## src/rtl/chcs_pkg.sv

```systemverilog
// Package for the cubic Hermite curve sampler: shared types and constants.
package chcs_pkg;

  // Default coordinate width (Q8.8)
  localparam int unsigned COORD_WIDTH_DEF = 16;

  // Sample count register
  localparam int unsigned NW            = 7;
  localparam logic [NW-1:0] PPS_RESET   = 7'd16;
  localparam logic [NW-1:0] MAX_SAMPLES = 7'd64;
  localparam int unsigned JW            = 6;

  // Curve parameter t, Q0.16
  localparam int unsigned TW = 16;

  // 65536/n by restoring division, one quotient bit per cycle
  localparam int unsigned QW            = 17;
  localparam int unsigned RW            = 6;
  localparam logic [4:0]  DIV_LAST_STEP = 5'd16;

  // Hermite basis weights, signed Q.16
  localparam int unsigned HW                = 19;
  localparam logic signed [HW-1:0] ONE_Q16  = 19'sh10000;

  // Rounding constant placed below the accumulator's integer part
  localparam logic [TW-1:0] HALF_Q16 = 16'h8000;

  typedef enum logic [2:0] {
    ST_IDLE,
    ST_DIV,
    ST_SQ,
    ST_CU,
    ST_HB,
    ST_ACC,
    ST_OUT
  } state_e;

  // Product terms of one coordinate, in issue order
  typedef enum logic [1:0] {
    TERM_DP,
    TERM_M0,
    TERM_M1
  } term_e;

endpackage

```

## src/rtl/chcs_point_if.sv

```systemverilog
// Input channel: one control point with its tangent per item.
interface chcs_point_if #(
  parameter int unsigned COORD_WIDTH = chcs_pkg::COORD_WIDTH_DEF
);
  logic                          valid;
  logic                          ready;
  logic                          first_point;
  logic signed [COORD_WIDTH-1:0] point_x;
  logic signed [COORD_WIDTH-1:0] point_y;
  logic signed [COORD_WIDTH-1:0] point_z;
  logic signed [COORD_WIDTH-1:0] slope_x;
  logic signed [COORD_WIDTH-1:0] slope_y;
  logic signed [COORD_WIDTH-1:0] slope_z;

  modport source (
    output valid, first_point, point_x, point_y, point_z, slope_x, slope_y, slope_z,
    input  ready
  );

  modport sink (
    input  valid, first_point, point_x, point_y, point_z, slope_x, slope_y, slope_z,
    output ready
  );
endinterface

```

## src/rtl/chcs_curve_if.sv

```systemverilog
// Output channel: one curve sample per item.
interface chcs_curve_if #(
  parameter int unsigned COORD_WIDTH = chcs_pkg::COORD_WIDTH_DEF
);
  logic                          valid;
  logic                          ready;
  logic signed [COORD_WIDTH-1:0] curve_x;
  logic signed [COORD_WIDTH-1:0] curve_y;
  logic signed [COORD_WIDTH-1:0] curve_z;
  logic                          segment_end;

  modport source (
    output valid, curve_x, curve_y, curve_z, segment_end,
    input  ready
  );

  modport sink (
    input  valid, curve_x, curve_y, curve_z, segment_end,
    output ready
  );
endinterface

```

## src/rtl/chcs_mul.sv

```systemverilog
// Shared signed multiplier with a registered product.
module chcs_mul #(
  parameter int unsigned AW = chcs_pkg::HW,
  parameter int unsigned BW = chcs_pkg::TW + 1
) (
  input  logic                     clk_i,
  input  logic                     en_i,
  input  logic signed [AW-1:0]     a_i,
  input  logic signed [BW-1:0]     b_i,
  output logic signed [AW+BW-1:0]  p_o
);

  logic signed [AW+BW-1:0] p_q;

  always_ff @(posedge clk_i) begin
    if (en_i) begin
      p_q <= a_i * b_i;
    end
  end

  assign p_o = p_q;

endmodule

```

## src/rtl/cubic_hermite_curve_sampler.sv

```systemverilog
// Top level of the cubic Hermite curve sampler.
//
// Usage notes
// - point_i takes one control point and its tangent per item (valid/ready).
//   An item with first_point set, or any item while no point is stored, is
//   only stored and gives no output. Every later item closes a segment from
//   the stored point/tangent to the new one.
// - curve_o gives n samples per segment, n = points_per_segment (0 acts as 1,
//   above 64 acts as 64); segment_end marks the last of them.
// - cfg_we_i/cfg_data_i write points_per_segment; write only while idle.
// - Sequencing: one shared multiplier does all the multiplications. A
//   segment runs the division (65536/n), then per sample t^2, t^3, the
//   basis weights, nine products for three coordinates and their drain,
//   and the output load; a stored-only item is taken in idle and leaves
//   the sequencer there. point_i.ready is high only between items.
// - The output register holds a finished sample until it is taken; a stall
//   on curve_o holds the sequencer in its output step, nothing is dropped.
// - Reset clears the stored-point flag, the sequencer and the output valid,
//   and sets points_per_segment to 16.
module cubic_hermite_curve_sampler #(
  parameter int unsigned COORD_WIDTH = chcs_pkg::COORD_WIDTH_DEF
) (
  input  logic                       clk_i,
  input  logic                       rst_ni,
  input  logic                       cfg_we_i,
  input  logic [chcs_pkg::NW-1:0]    cfg_data_i,
  chcs_point_if.sink                 point_i,
  chcs_curve_if.source               curve_o
);

  localparam int unsigned CW   = COORD_WIDTH;
  localparam int unsigned HW   = chcs_pkg::HW;
  localparam int unsigned TW   = chcs_pkg::TW;
  // multiplier B side: coordinate difference, tangent or unsigned t
  localparam int unsigned MB   = (CW + 1 > TW + 1) ? CW + 1 : TW + 1;
  localparam int unsigned PW   = HW + MB;
  localparam int unsigned ACCW = PW + 2;
  localparam int unsigned AHW  = ACCW - TW;

  // ---------------------------------------------------------------------
  // Registers
  // ---------------------------------------------------------------------
  chcs_pkg::state_e state_q, state_d;
  logic                     have_prev_q;
  logic [chcs_pkg::NW-1:0]  pps_q;
  logic [chcs_pkg::NW-1:0]  n_q;

  logic [4:0]               divc_q;
  logic [chcs_pkg::QW-1:0]  quo_q;     // floor(65536/n)
  logic [chcs_pkg::RW-1:0]  rem_q;     // 65536 mod n
  logic [chcs_pkg::RW-1:0]  frac_q;    // running remainder of j*65536/n
  logic [TW-1:0]            t_q;
  logic [chcs_pkg::JW-1:0]  j_q;
  logic [TW-1:0]            t2_q;
  logic signed [HW-1:0]     h0_q, h2_q, h3_q;

  chcs_pkg::term_e          k_q;       // term being issued
  logic [1:0]               c_q;       // coordinate being issued
  logic                     iss_done_q;
  logic                     pv_q;      // product register holds a term
  chcs_pkg::term_e          pk_q;

  logic signed [ACCW-1:0]   acc_q;
  logic signed [CW-1:0]     res_q [3];

  // point/tangent sets; rotated one place per coordinate, index 0 is current
  logic signed [CW-1:0]     p0_q [3];
  logic signed [CW-1:0]     m0_q [3];
  logic signed [CW-1:0]     p1_q [3];
  logic signed [CW-1:0]     m1_q [3];

  logic                     ovalid_q;
  logic signed [CW-1:0]     ox_q, oy_q, oz_q;
  logic                     oend_q;

  // ---------------------------------------------------------------------
  // Shared multiplier
  // ---------------------------------------------------------------------
  logic                     mul_en;
  logic signed [HW-1:0]     mul_a;
  logic signed [MB-1:0]     mul_b;
  logic signed [PW-1:0]     prod;

  chcs_mul #(
    .AW (HW),
    .BW (MB)
  ) u_mul (
    .clk_i (clk_i),
    .en_i  (mul_en),
    .a_i   (mul_a),
    .b_i   (mul_b),
    .p_o   (prod)
  );

  // ---------------------------------------------------------------------
  // Helpers
  // ---------------------------------------------------------------------
  function automatic logic signed [CW-1:0] sat_round(input logic signed [ACCW-1:0] a);
    logic [ACCW-CW-TW:0] hi;
    logic signed [CW-1:0] r;
    hi = a[ACCW-1:CW+TW-1];
    if ((&hi) || !(|hi)) begin
      r = a[CW+TW-1:TW];
    end else if (a[ACCW-1]) begin
      r = {1'b1, {(CW-1){1'b0}}};
    end else begin
      r = {1'b0, {(CW-1){1'b1}}};
    end
    return r;
  endfunction

  logic [chcs_pkg::NW-1:0]  n_eff;
  logic                     in_acc;
  logic                     in_pair;
  logic                     out_free;
  logic                     last_sample;

  logic [chcs_pkg::RW:0]    div_sh;
  logic                     div_ge;
  logic [chcs_pkg::RW:0]    frac_sum;
  logic                     frac_ge;
  logic [chcs_pkg::QW-1:0]  t_next;

  logic [TW-1:0]            t3_w;
  logic signed [HW-1:0]     t_x, t2_x, t3_x;
  logic signed [CW:0]       dp_w;
  logic signed [ACCW-1:0]   acc_base;
  logic signed [ACCW-1:0]   acc_sum;

  // n is taken from the register with its limits applied
  always_comb begin
    if (pps_q == '0) begin
      n_eff = chcs_pkg::NW'(1);
    end else if (pps_q > chcs_pkg::MAX_SAMPLES) begin
      n_eff = chcs_pkg::MAX_SAMPLES;
    end else begin
      n_eff = pps_q;
    end
  end

  assign in_acc      = point_i.valid && point_i.ready;
  assign in_pair     = in_acc && !point_i.first_point && have_prev_q;
  assign out_free    = !ovalid_q || curve_o.ready;
  assign last_sample = ({1'b0, j_q} == (n_q - chcs_pkg::NW'(1)));

  // 65536 = 1 followed by sixteen zeros: MSB first
  assign div_sh = {rem_q, (divc_q == '0)};
  assign div_ge = (div_sh >= n_q);

  assign frac_sum = {1'b0, frac_q} + {1'b0, rem_q};
  assign frac_ge  = (frac_sum >= n_q);
  assign t_next   = {1'b0, t_q} + quo_q + chcs_pkg::QW'(frac_ge);

  // basis weights from t, t^2 and (in ST_HB) t^3 off the product register
  assign t3_w = prod[2*TW-1:TW];
  assign t_x  = {{(HW-TW){1'b0}}, t_q};
  assign t2_x = {{(HW-TW){1'b0}}, t2_q};
  assign t3_x = {{(HW-TW){1'b0}}, t3_w};

  assign dp_w = (CW+1)'(p0_q[0]) - (CW+1)'(p1_q[0]);

  // p1<<16 plus the rounding half, then the three products on top
  assign acc_base = $signed({AHW'(p1_q[0]), chcs_pkg::HALF_Q16});
  assign acc_sum  = ((pk_q == chcs_pkg::TERM_DP) ? acc_base : acc_q) + ACCW'(prod);

  // ---------------------------------------------------------------------
  // Sequencer: next state
  // ---------------------------------------------------------------------
  always_comb begin
    state_d = state_q;
    case (state_q)
      chcs_pkg::ST_IDLE: begin
        if (in_pair) begin
          state_d = chcs_pkg::ST_DIV;
        end
      end
      chcs_pkg::ST_DIV: begin
        if (divc_q == chcs_pkg::DIV_LAST_STEP) begin
          state_d = chcs_pkg::ST_SQ;
        end
      end
      chcs_pkg::ST_SQ:  state_d = chcs_pkg::ST_CU;
      chcs_pkg::ST_CU:  state_d = chcs_pkg::ST_HB;
      chcs_pkg::ST_HB:  state_d = chcs_pkg::ST_ACC;
      chcs_pkg::ST_ACC: begin
        if (iss_done_q && !pv_q) begin
          state_d = chcs_pkg::ST_OUT;
        end
      end
      chcs_pkg::ST_OUT: begin
        if (out_free) begin
          state_d = last_sample ? chcs_pkg::ST_IDLE : chcs_pkg::ST_SQ;
        end
      end
      default: state_d = chcs_pkg::ST_IDLE;
    endcase
  end

  // ---------------------------------------------------------------------
  // Sequencer: outputs (handshake and multiplier operands)
  // ---------------------------------------------------------------------
  always_comb begin
    point_i.ready = 1'b0;
    mul_en        = 1'b0;
    mul_a         = '0;
    mul_b         = '0;
    case (state_q)
      chcs_pkg::ST_IDLE: point_i.ready = 1'b1;
      chcs_pkg::ST_SQ: begin
        mul_en = 1'b1;
        mul_a  = t_x;
        mul_b  = {{(MB-TW){1'b0}}, t_q};
      end
      chcs_pkg::ST_CU: begin
        mul_en = 1'b1;
        mul_a  = {{(HW-TW){1'b0}}, prod[2*TW-1:TW]};
        mul_b  = {{(MB-TW){1'b0}}, t_q};
      end
      chcs_pkg::ST_ACC: begin
        mul_en = !iss_done_q;
        case (k_q)
          chcs_pkg::TERM_DP: begin
            mul_a = h0_q;
            mul_b = MB'(dp_w);
          end
          chcs_pkg::TERM_M0: begin
            mul_a = h2_q;
            mul_b = MB'(m0_q[0]);
          end
          chcs_pkg::TERM_M1: begin
            mul_a = h3_q;
            mul_b = MB'(m1_q[0]);
          end
          default: begin
            mul_a = '0;
            mul_b = '0;
          end
        endcase
      end
      default: begin
        point_i.ready = 1'b0;
      end
    endcase
  end

  // ---------------------------------------------------------------------
  // Control registers
  // ---------------------------------------------------------------------
  always_ff @(posedge clk_i or negedge rst_ni) begin
    if (!rst_ni) begin
      state_q     <= chcs_pkg::ST_IDLE;
      have_prev_q <= 1'b0;
      pps_q       <= chcs_pkg::PPS_RESET;
      ovalid_q    <= 1'b0;
      pv_q        <= 1'b0;
      iss_done_q  <= 1'b0;
    end else begin
      state_q <= state_d;
      if (cfg_we_i) begin
        pps_q <= cfg_data_i;
      end
      if (in_acc) begin
        have_prev_q <= 1'b1;
      end
      if (state_q == chcs_pkg::ST_HB) begin
        iss_done_q <= 1'b0;
        pv_q       <= 1'b0;
      end else if (state_q == chcs_pkg::ST_ACC) begin
        pv_q <= !iss_done_q;
        if (!iss_done_q && k_q == chcs_pkg::TERM_M1 && c_q == 2'd2) begin
          iss_done_q <= 1'b1;
        end
      end
      if (state_q == chcs_pkg::ST_OUT && out_free) begin
        ovalid_q <= 1'b1;
      end else if (curve_o.ready) begin
        ovalid_q <= 1'b0;
      end
    end
  end

  // ---------------------------------------------------------------------
  // Datapath registers
  // ---------------------------------------------------------------------
  always_ff @(posedge clk_i) begin
    if (in_acc) begin
      if (in_pair) begin
        p1_q[0] <= point_i.point_x;
        p1_q[1] <= point_i.point_y;
        p1_q[2] <= point_i.point_z;
        m1_q[0] <= point_i.slope_x;
        m1_q[1] <= point_i.slope_y;
        m1_q[2] <= point_i.slope_z;
        n_q     <= n_eff;
        divc_q  <= '0;
        quo_q   <= '0;
        rem_q   <= '0;
      end else begin
        p0_q[0] <= point_i.point_x;
        p0_q[1] <= point_i.point_y;
        p0_q[2] <= point_i.point_z;
        m0_q[0] <= point_i.slope_x;
        m0_q[1] <= point_i.slope_y;
        m0_q[2] <= point_i.slope_z;
      end
    end

    case (state_q)
      chcs_pkg::ST_DIV: begin
        divc_q <= divc_q + 5'd1;
        quo_q  <= {quo_q[chcs_pkg::QW-2:0], div_ge};
        rem_q  <= div_ge ? chcs_pkg::RW'(div_sh - n_q) : chcs_pkg::RW'(div_sh);
        t_q    <= '0;
        frac_q <= '0;
        j_q    <= '0;
      end
      chcs_pkg::ST_CU: begin
        t2_q <= prod[2*TW-1:TW];
      end
      chcs_pkg::ST_HB: begin
        h0_q <= (t3_x <<< 1) - (t2_x + (t2_x <<< 1)) + chcs_pkg::ONE_Q16;
        h2_q <= t3_x - (t2_x <<< 1) + t_x;
        h3_q <= t3_x - t2_x;
        k_q  <= chcs_pkg::TERM_DP;
        c_q  <= 2'd0;
      end
      chcs_pkg::ST_ACC: begin
        if (!iss_done_q) begin
          pk_q <= k_q;
          case (k_q)
            chcs_pkg::TERM_DP: k_q <= chcs_pkg::TERM_M0;
            chcs_pkg::TERM_M0: k_q <= chcs_pkg::TERM_M1;
            default: begin
              k_q <= chcs_pkg::TERM_DP;
              c_q <= c_q + 2'd1;
              // next coordinate moves to index 0
              for (int i = 0; i < 3; i++) begin
                p0_q[i] <= p0_q[(i + 1) % 3];
                p1_q[i] <= p1_q[(i + 1) % 3];
                m0_q[i] <= m0_q[(i + 1) % 3];
                m1_q[i] <= m1_q[(i + 1) % 3];
              end
            end
          endcase
        end
        if (pv_q) begin
          acc_q <= acc_sum;
          if (pk_q == chcs_pkg::TERM_M1) begin
            res_q[2] <= sat_round(acc_sum);
            res_q[1] <= res_q[2];
            res_q[0] <= res_q[1];
          end
        end
      end
      chcs_pkg::ST_OUT: begin
        if (out_free) begin
          ox_q   <= res_q[0];
          oy_q   <= res_q[1];
          oz_q   <= res_q[2];
          oend_q <= last_sample;
          if (last_sample) begin
            // new point becomes the stored one
            p0_q <= p1_q;
            m0_q <= m1_q;
          end else begin
            j_q    <= j_q + chcs_pkg::JW'(1);
            t_q    <= t_next[TW-1:0];
            frac_q <= frac_ge ? chcs_pkg::RW'(frac_sum - n_q) : chcs_pkg::RW'(frac_sum);
          end
        end
      end
      default: begin
      end
    endcase
  end

  assign curve_o.valid       = ovalid_q;
  assign curve_o.curve_x     = ox_q;
  assign curve_o.curve_y     = oy_q;
  assign curve_o.curve_z     = oz_q;
  assign curve_o.segment_end = oend_q;

endmodule

```

## src/flat_wrapper.sv

```systemverilog
// flat-port wrapper written by rule: the top's interface ports become plain ports
module cubic_hermite_curve_sampler_flat 
#(
  parameter int unsigned COORD_WIDTH = chcs_pkg::COORD_WIDTH_DEF
)
  (clk_i, rst_ni, cfg_we_i, cfg_data_i, point_i_valid, point_i_first_point, point_i_point_x, point_i_point_y, point_i_point_z, point_i_slope_x, point_i_slope_y, point_i_slope_z, point_i_ready, curve_o_valid, curve_o_curve_x, curve_o_curve_y, curve_o_curve_z, curve_o_segment_end, curve_o_ready);
  chcs_point_if #(.COORD_WIDTH(COORD_WIDTH)) point_i_i ();
  chcs_curve_if #(.COORD_WIDTH(COORD_WIDTH)) curve_o_i ();
  input  logic clk_i;
  input  logic rst_ni;
  input  logic cfg_we_i;
  input  logic [chcs_pkg::NW-1:0] cfg_data_i;
  input wire logic [$bits(point_i_i.valid)-1:0] point_i_valid;
  input wire logic [$bits(point_i_i.first_point)-1:0] point_i_first_point;
  input wire logic [$bits(point_i_i.point_x)-1:0] point_i_point_x;
  input wire logic [$bits(point_i_i.point_y)-1:0] point_i_point_y;
  input wire logic [$bits(point_i_i.point_z)-1:0] point_i_point_z;
  input wire logic [$bits(point_i_i.slope_x)-1:0] point_i_slope_x;
  input wire logic [$bits(point_i_i.slope_y)-1:0] point_i_slope_y;
  input wire logic [$bits(point_i_i.slope_z)-1:0] point_i_slope_z;
  output wire logic [$bits(point_i_i.ready)-1:0] point_i_ready;
  output wire logic [$bits(curve_o_i.valid)-1:0] curve_o_valid;
  output wire logic [$bits(curve_o_i.curve_x)-1:0] curve_o_curve_x;
  output wire logic [$bits(curve_o_i.curve_y)-1:0] curve_o_curve_y;
  output wire logic [$bits(curve_o_i.curve_z)-1:0] curve_o_curve_z;
  output wire logic [$bits(curve_o_i.segment_end)-1:0] curve_o_segment_end;
  input wire logic [$bits(curve_o_i.ready)-1:0] curve_o_ready;
  assign point_i_i.valid = point_i_valid;
  assign point_i_i.first_point = point_i_first_point;
  assign point_i_i.point_x = point_i_point_x;
  assign point_i_i.point_y = point_i_point_y;
  assign point_i_i.point_z = point_i_point_z;
  assign point_i_i.slope_x = point_i_slope_x;
  assign point_i_i.slope_y = point_i_slope_y;
  assign point_i_i.slope_z = point_i_slope_z;
  assign point_i_ready = point_i_i.ready;
  assign curve_o_valid = curve_o_i.valid;
  assign curve_o_curve_x = curve_o_i.curve_x;
  assign curve_o_curve_y = curve_o_i.curve_y;
  assign curve_o_curve_z = curve_o_i.curve_z;
  assign curve_o_segment_end = curve_o_i.segment_end;
  assign curve_o_i.ready = curve_o_ready;
  cubic_hermite_curve_sampler #(.COORD_WIDTH(COORD_WIDTH)) u_core (.clk_i(clk_i), .rst_ni(rst_ni), .cfg_we_i(cfg_we_i), .cfg_data_i(cfg_data_i), .point_i(point_i_i), .curve_o(curve_o_i));
endmodule
```

## config.mk

```make
export PLATFORM = sky130hd
export DESIGN_NAME = cubic_hermite_curve_sampler_flat
export DESIGN_NICKNAME = d
export VERILOG_FILES = /design/src/rtl/chcs_pkg.sv /design/src/rtl/chcs_point_if.sv /design/src/rtl/chcs_curve_if.sv /design/src/rtl/chcs_mul.sv /design/src/rtl/cubic_hermite_curve_sampler.sv /design/src/flat_wrapper.sv
export SDC_FILE = /design/constraint.sdc
export NUM_CORES = 2
export LEC_CHECK = 0
export BUFFER_PORTS_ARGS = -buffer_cell sky130_fd_sc_hd__buf_2
export CAP_MARGIN = 20
export CORE_AREA = 5 5 276 278
export DETAILED_ROUTE_END_ITERATION = 16
export DIE_AREA = 0 0 281 283
export GPL_TIMING_DRIVEN = 1
export PLACE_DENSITY = 0.78
export SETUP_SLACK_MARGIN = 0.1
export SLEW_MARGIN = 25
export SYNTH_ARGS = -nofsm -noshare
export SYNTH_HDL_FRONTEND = slang
export SYNTH_SLANG_ARGS = --single-unit
```

## constraint.sdc

```tcl
create_clock -name clk_i -period 23.4 [get_ports clk_i]
set_input_delay 1.17 -clock clk_i [delete_from_list [all_inputs] [get_ports clk_i]]
set_output_delay 1.17 -clock clk_i [all_outputs]
set_load 0.01 [all_outputs]
```

* Word-level counts from Yosys, hierarchy flattened
Memory sizes are Yosys's and may differ from the RTL's. A register that Yosys moved wholly into a read port is not among the register bits.
Index checks and enable logic that the tools add are counted.
** Operators by class
- Reductions and logical operators :: 40
- Magnitude comparators :: 3
- Mux-type cells :: 80
- Bitwise logic cells :: 1
- $add $sub $neg :: 17
- Shift-type cells :: 0
- Div/mod/pow operators :: 0
- Equal/unequal tests :: 19
- Multiply operators :: 1
** Operators by type and width (number)
- 48-bit 2-to-1 mux :: 22
- 48-bit one-hot mux with 2 select lines :: 2
- 16-bit 2-to-1 mux :: 10
- 19-bit one-hot mux with 3 select lines :: 2
- 6-bit 2-to-1 mux :: 9
- 17-bit one-hot mux with 3 select lines :: 1
- 38-bit by 36-bit adder with 38-bit output :: 1
- 38-bit 2-to-1 mux :: 1
- 19-bit by 17-bit multiplier with 36-bit output :: 1
- 17-bit one-hot mux with 2 select lines :: 1
- 16-bit by 16-bit subtractor with 17-bit output :: 2
- 16-bit one-hot mux with 2 select lines :: 1
- 6-bit one-hot mux with 2 select lines :: 2
- 3-bit one-hot mux with 7 select lines :: 1
- 19-bit by 17-bit adder with 19-bit output :: 1
- 19-bit by 18-bit adder with 19-bit output, second input constant :: 1
- 18-bit by 19-bit subtractor with 19-bit output :: 1
- 16-bit by 17-bit adder with 18-bit output :: 1
- 16-bit by 17-bit subtractor with 18-bit output :: 1
- 16-bit by 1-bit adder with 16-bit output :: 1
- 16-bit adder :: 1
- 5-bit 2-to-1 mux :: 3
- 7-bit greater-or-equal comparator :: 2
- 2-bit AND reduction :: 7
- 36 further kinds :: 86
** Storage, ports and cells
- Register bits after elaboration :: 454
- Memories :: 1
- Bits in latches :: 0
- Bits of input ports :: 109
- Word-level logic and storage cells :: 200
- ROM bits :: 0
- Output and inout port bits :: 51
- Bits in writable memories :: 48
** Memories
- u_core.res_q :: depth 3, bits a word 16, read ports 3, clocked after memory_dff 1, wr ports 3, line cubic_hermite_curve_sampler.sv:64 : logic signed [CW-1:0] res_q [3];

* Logic depth before layout (Yosys ltp)
- Depth in word-level cells :: 10
- Depth in mapped cells :: 39
- Mapped depth without buffers :: 37

* Modules after synthesis
Synthesis repeated with hierarchy kept, for this count alone.
** Second synthesis, totals
- Cells, all modules :: 3947
- Area, all modules :: 39835.7 µm²
** By module, submodules not included
- cubic_hermite_curve_sampler :: seq. area each 12423.2 µm², instances 1, area each 26715.6 µm², cells each 2570
- chcs_mul :: seq. area each 1081.0 µm², instances 1, area each 13120.1 µm², cells each 1377

* Worst setup path after synthesis
No wires, ideal clock.
- Path kind :: register to register
- Start point :: reg u_core.p1_q, in the netlist u_core.acc_base[18]
- End point :: reg u_core.u_mul.p_q[35], in the netlist u_core.u_mul.p_o[35], data pin
- Arrival :: 8.461 ns
- Path buffers :: 2
- Data required time :: 23.140 ns
- Slack :: 14.679 ns
- Setup time :: 0.260 ns
- Stages on the path, launching flop included :: 35
- Period minus slack after synthesis :: 8.721 ns
- Path through :: dfxtp_1 inv_1 ha_1 nor2b_1 o21ai_0 nand2b_1 a21o_1 a21o_1 a21o_1 a21oi_1 xor2_1 o21ai_0 a221o_1 clkbuf_1 clkbuf_1 nand2_1 fa_1 inv_1 fa_1 fa_1 fa_1 fa_1 inv_1 fa_1 inv_1 ha_1 nor4_1 or3b_2 a41o_1 a311oi_1 o21ai_1 a31o_2 a221o_1 a21oi_1 xnor2_1
** On the way
- Longest elaborated chain between the ends :: 4
** Ends and longest elaborated chain
- from (decl) :: line cubic_hermite_curve_sampler.sv:69 : logic signed [CW-1:0] p1_q [3];
- from (signal, indexed assignment) :: line cubic_hermite_curve_sampler.sv:339 : p1_q[i] <= p1_q[(i + 1) % 3];
- 16-bit by 16-bit subtractor with 17-bit output :: line cubic_hermite_curve_sampler.sv:160 : assign dp_w = (CW+1)'(p0_q[0]) - (CW+1)'(p1_q[0]);
- 17-bit one-hot mux with 3 select lines :: line cubic_hermite_curve_sampler.sv:221 : case (k_q)
- 17-bit one-hot mux with 2 select lines :: line cubic_hermite_curve_sampler.sv:207 : case (state_q)
- 19-bit by 17-bit multiplier with 36-bit output :: line chcs_mul.sv:17 : p_q <= a_i * b_i;
- to (signal assigned) :: line chcs_mul.sv:17
- to (decl) :: line chcs_mul.sv:13 : logic signed [AW+BW-1:0] p_q;
Every way passes these cells.
A chain may end at the register's enable or synchronous reset.

* Worst setup path in the final report
Ends and elaborated chain as after synthesis.

==> reports/results.txt <==
Status = finished, final reports clean
Sequential area share after synthesis = 33.87%
Area Growth Syn to Fin = 9.230%
Endpoints failing hold = 0
Resized Gates After CTS = 0
Detail-routed via count per cell = 5.834
Worst hold path class = reg -> reg
Power Density = 151.8 nW/um^2
Row Count = 100
Critical Path RT = 23.73 ns
Mapped cell area = 39870 sq um
Synth Area per Inst = 9.903 sq um
Slowest CP cell = a21o_1
Int Power = 3.553 mW
DRC violations left = 0
Worst-path clk slew = 0.07 ns
Post-synth cell types = 84
RSZ-0062 raised after global routing = no
Top-area cell type share of the netlist area = 23.35%
Die area = 79520 sq um
Number of synthesized flops with an enable pin = 310
I/O pins = 160
Vias in the first global route = 29990
CTS root buffer = clkbuf_16
Final Power = 6.609 mW
Largest net degree at the start of global routing = 127
Final ANT Viol Nets = 0
Max Cap Viol = 0
Total Nets Final = 4857
Max VDD drop = 86.33 uV
Synth Flop Type = edfxtp_1
Pleak = 20.35 nW
Yosys top cell by area = edfxtp_1
Switching Share = 46.24%
CP Data Arrival Time = 10.52 ns
Die Y-Extent = 283 um
CP peak stage delay = 0.63 ns
Clk_skew = 0.02279 ns
Gr usage total = 25.59%
Psw = 3.056 mW
Most frequent cells after synthesis = 496 x inv_1, 414 x nand2_1, 338 x fa_1
CP max FO = 20
Post-DP HPWL = 77420 um
Area contributors post-synth = edfxtp_1 23%, fa_1 17%, dfxtp_1 9.6%
Slew margin rel. = 18.80%
Combinational share of power = 58.8%
Die width = 281 um
Post-Syn Instances = 4026
Routability congestion estimate from global placement = 0.9615
PortBufs = 159
Global-route wire length before repair = 163400 um
Layout cells sized above 1 = 8.375%
CTS Buf Count = 55
Cts-stage hold buffer count = 0
Slew Limit Fails = 0
Clk pwr share = 13.5%
Drt total wl = 103400 um
Worst slew pin tran = 1.210 ns
Clock buffer depth = 3
Crit share post-route = 43.54%
Yosys Warn Count = 0
Vias = 30060
Core area = 73700 sq um
Initial antenna violation count = 5
TritonCTS clock tree = done
Critical Path Sink Type = register
Sinks on the clock net = 516
Critical path startpoint category = register
Setup TNS = 0 ns
WL/cell = 20.08 um
Final instance count without filler cells = 5152
Net Count, Synth = 4751
Critical path type = reg -> reg
Final min period = 10.19 ns
# Post-CTS Setup Buffers = 0
Worst-Skew Late Latency = 0.62 ns
Most common cell in the netlist = inv_1
H-tree levels = 2
Peak Freq = 98.15 MHz
Grt ovf = 0
Fillers = 6091
Post-synth ARST share = 2.713%
Initial Utilization = 54.10%
Placed insts = 5044
Synth Register Bits = 516
Final setup viols = 0
Reg power frac = 27.7%
Initial DRC count = 2948
Cell mode on critical path = fa_1
Drt first pass iters = 6
-- metrics by stage --
| stage | hold slack (ns) | setup WS [ns] | area [sq um] | utilization (%) |
|---|---|---|---|---|
| after floorplan | 0.4003 | 14.68 | 39870 | - |
| after global placement | 0.4012 | 13.63 | 41650 | 56.52 |
| after global routing | 0.4213 | 12.64 | 43550 | 59.09 |
| after CTS | 0.4175 | 13.38 | 43520 | 59.05 |
| final | 0.4165 | 13.21 | 43550 | 59.09 |
| after detailed placement | 0.4045 | 13.48 | 41660 | 56.53 |
-- cells in the final DEF, fill, tap and decap left out, types with 17 or more instances in the layout --
cell,n
buf_2,159
nor3_1,42
inv_1,495
ha_1,278
o21ai_0,305
mux2i_1,237
o21a_1,39
buf_4,39
edfxtp_1,310
xor2_1,52
or2_2,17
o21bai_1,20
dfxtp_1,192
a31oi_1,17
a21oi_1,120
a22oi_1,118
fa_1,338
and2_1,59
xnor2_1,126
nand2b_1,39
nor2b_1,34
clkbuf_16,58
nor2_1,287
nand3_1,35
a21o_1,77
a211oi_1,17
o21ai_1,18
nand2_1,413
-- kinds of logic (layout without fill, tap and decap cells) --
family / Yosys count / in the layout / synth area share (%)
AO/OA/AOI/OAI: 829 / 829 / 13.07
XOR/XNOR: 178 / 178 / 3.910
adder cells (fa/ha/maj): 616 / 616 / 25.70
buffers and inverters: 647 / 800 / 6.148
flip-flops: 516 / 516 / 33.87
multiplexers: 245 / 245 / 6.176
other: 0 / 4 / 0
AND/OR/NAND/NOR: 995 / 995 / 11.13
-- layout make-up --
type	instances	area [sq um]	share of cell area, %
sequential	516	13500	31.01
clock inverter	25	241.5	0.5545
tap	969	1212	2.784
inverter	497	1866	4.284
timing repair buffer	199	1100	2.525
antenna	4	10.01	0.02299
clock buffer	79	1620	3.721
multi-input combinational	2863	23990	55.10
-- worst max-delay path, delay by kind of cell (launching register included) --
kind                     cells  cell delay, ns
AO/OA/AOI/OAI               13            3.94
flip-flops                   1            0.38
adder cells (fa/ha/maj)      8            3.49
multiplexers                 1            0.34
buffers and inverters        3            0.17
AND/OR/NAND/NOR              5            1.44
XOR/XNOR                     1            0.10
-- state kept, by name, indices dropped and copies added, names as in the netlist, 17 cells and up --
| name | cells |
|---|---|
| u_core.p1_q | 32 |
| u_core.m0_q | 48 |
| u_core.h0_q | 19 |
| u_core.m1_q | 48 |
| u_core.p0_q | 48 |
| u_core.h3_q | 17 |
| u_core.h2_q | 19 |
| u_core.acc_q | 38 |
| u_core.u_mul.p_o | 36 |
| u_core.res_q | 48 |
-- path summary, 6_finish.rpt --
check	from	cells past startpoint	to	slack, ns
worst min register to register	u_core.res_q[0][9]$_DFFE_PP_	0	u_core.curve_o.curve_x[9]$_DFFE_PP_	0.42
min in group asynchronous	rst_ni	1	u_core.pps_q[0]$_DFFE_PN0P_	0.48
max in group asynchronous	rst_ni	1	u_core.pps_q[4]$_DFFE_PN1P_	22.61
worst max-delay path	u_core.acc_base[18]$_DFF_P_	31	u_core.u_mul.p_o[35]$_DFFE_PP_	13.21
worst max register to register	u_core.acc_base[18]$_DFF_P_	31	u_core.u_mul.p_o[35]$_DFFE_PP_	13.21
worst min-delay path	u_core.res_q[0][9]$_DFFE_PP_	0	u_core.curve_o.curve_x[9]$_DFFE_PP_	0.42
-- power groups by stage --
stage | Sequential (mW) | Combinational (mW) | Clock [mW]
after floorplan | 1.70 | 2.85 | 0
after global placement | 1.82 | 3.70 | 0
after detailed placement | 1.83 | 3.80 | 0
after CTS | 1.81 | 3.83 | 0.902
after global routing | 1.85 | 4.31 | 0.940
final | 1.83 | 3.89 | 0.891
-- per-layer routing --
layer / share of wire, % / vias to the layer above / GRT usage (%)
met5: 0.016 / - / 0
met4: 5.1 / 2 / 11.15
met3: 8.6 / 277 / 4.570
met2: 46 / 1244 / 41.38
met1: 40 / 14620 / 34.01
li1: - / 13910 / -
(Power assumes the default switching activity.)
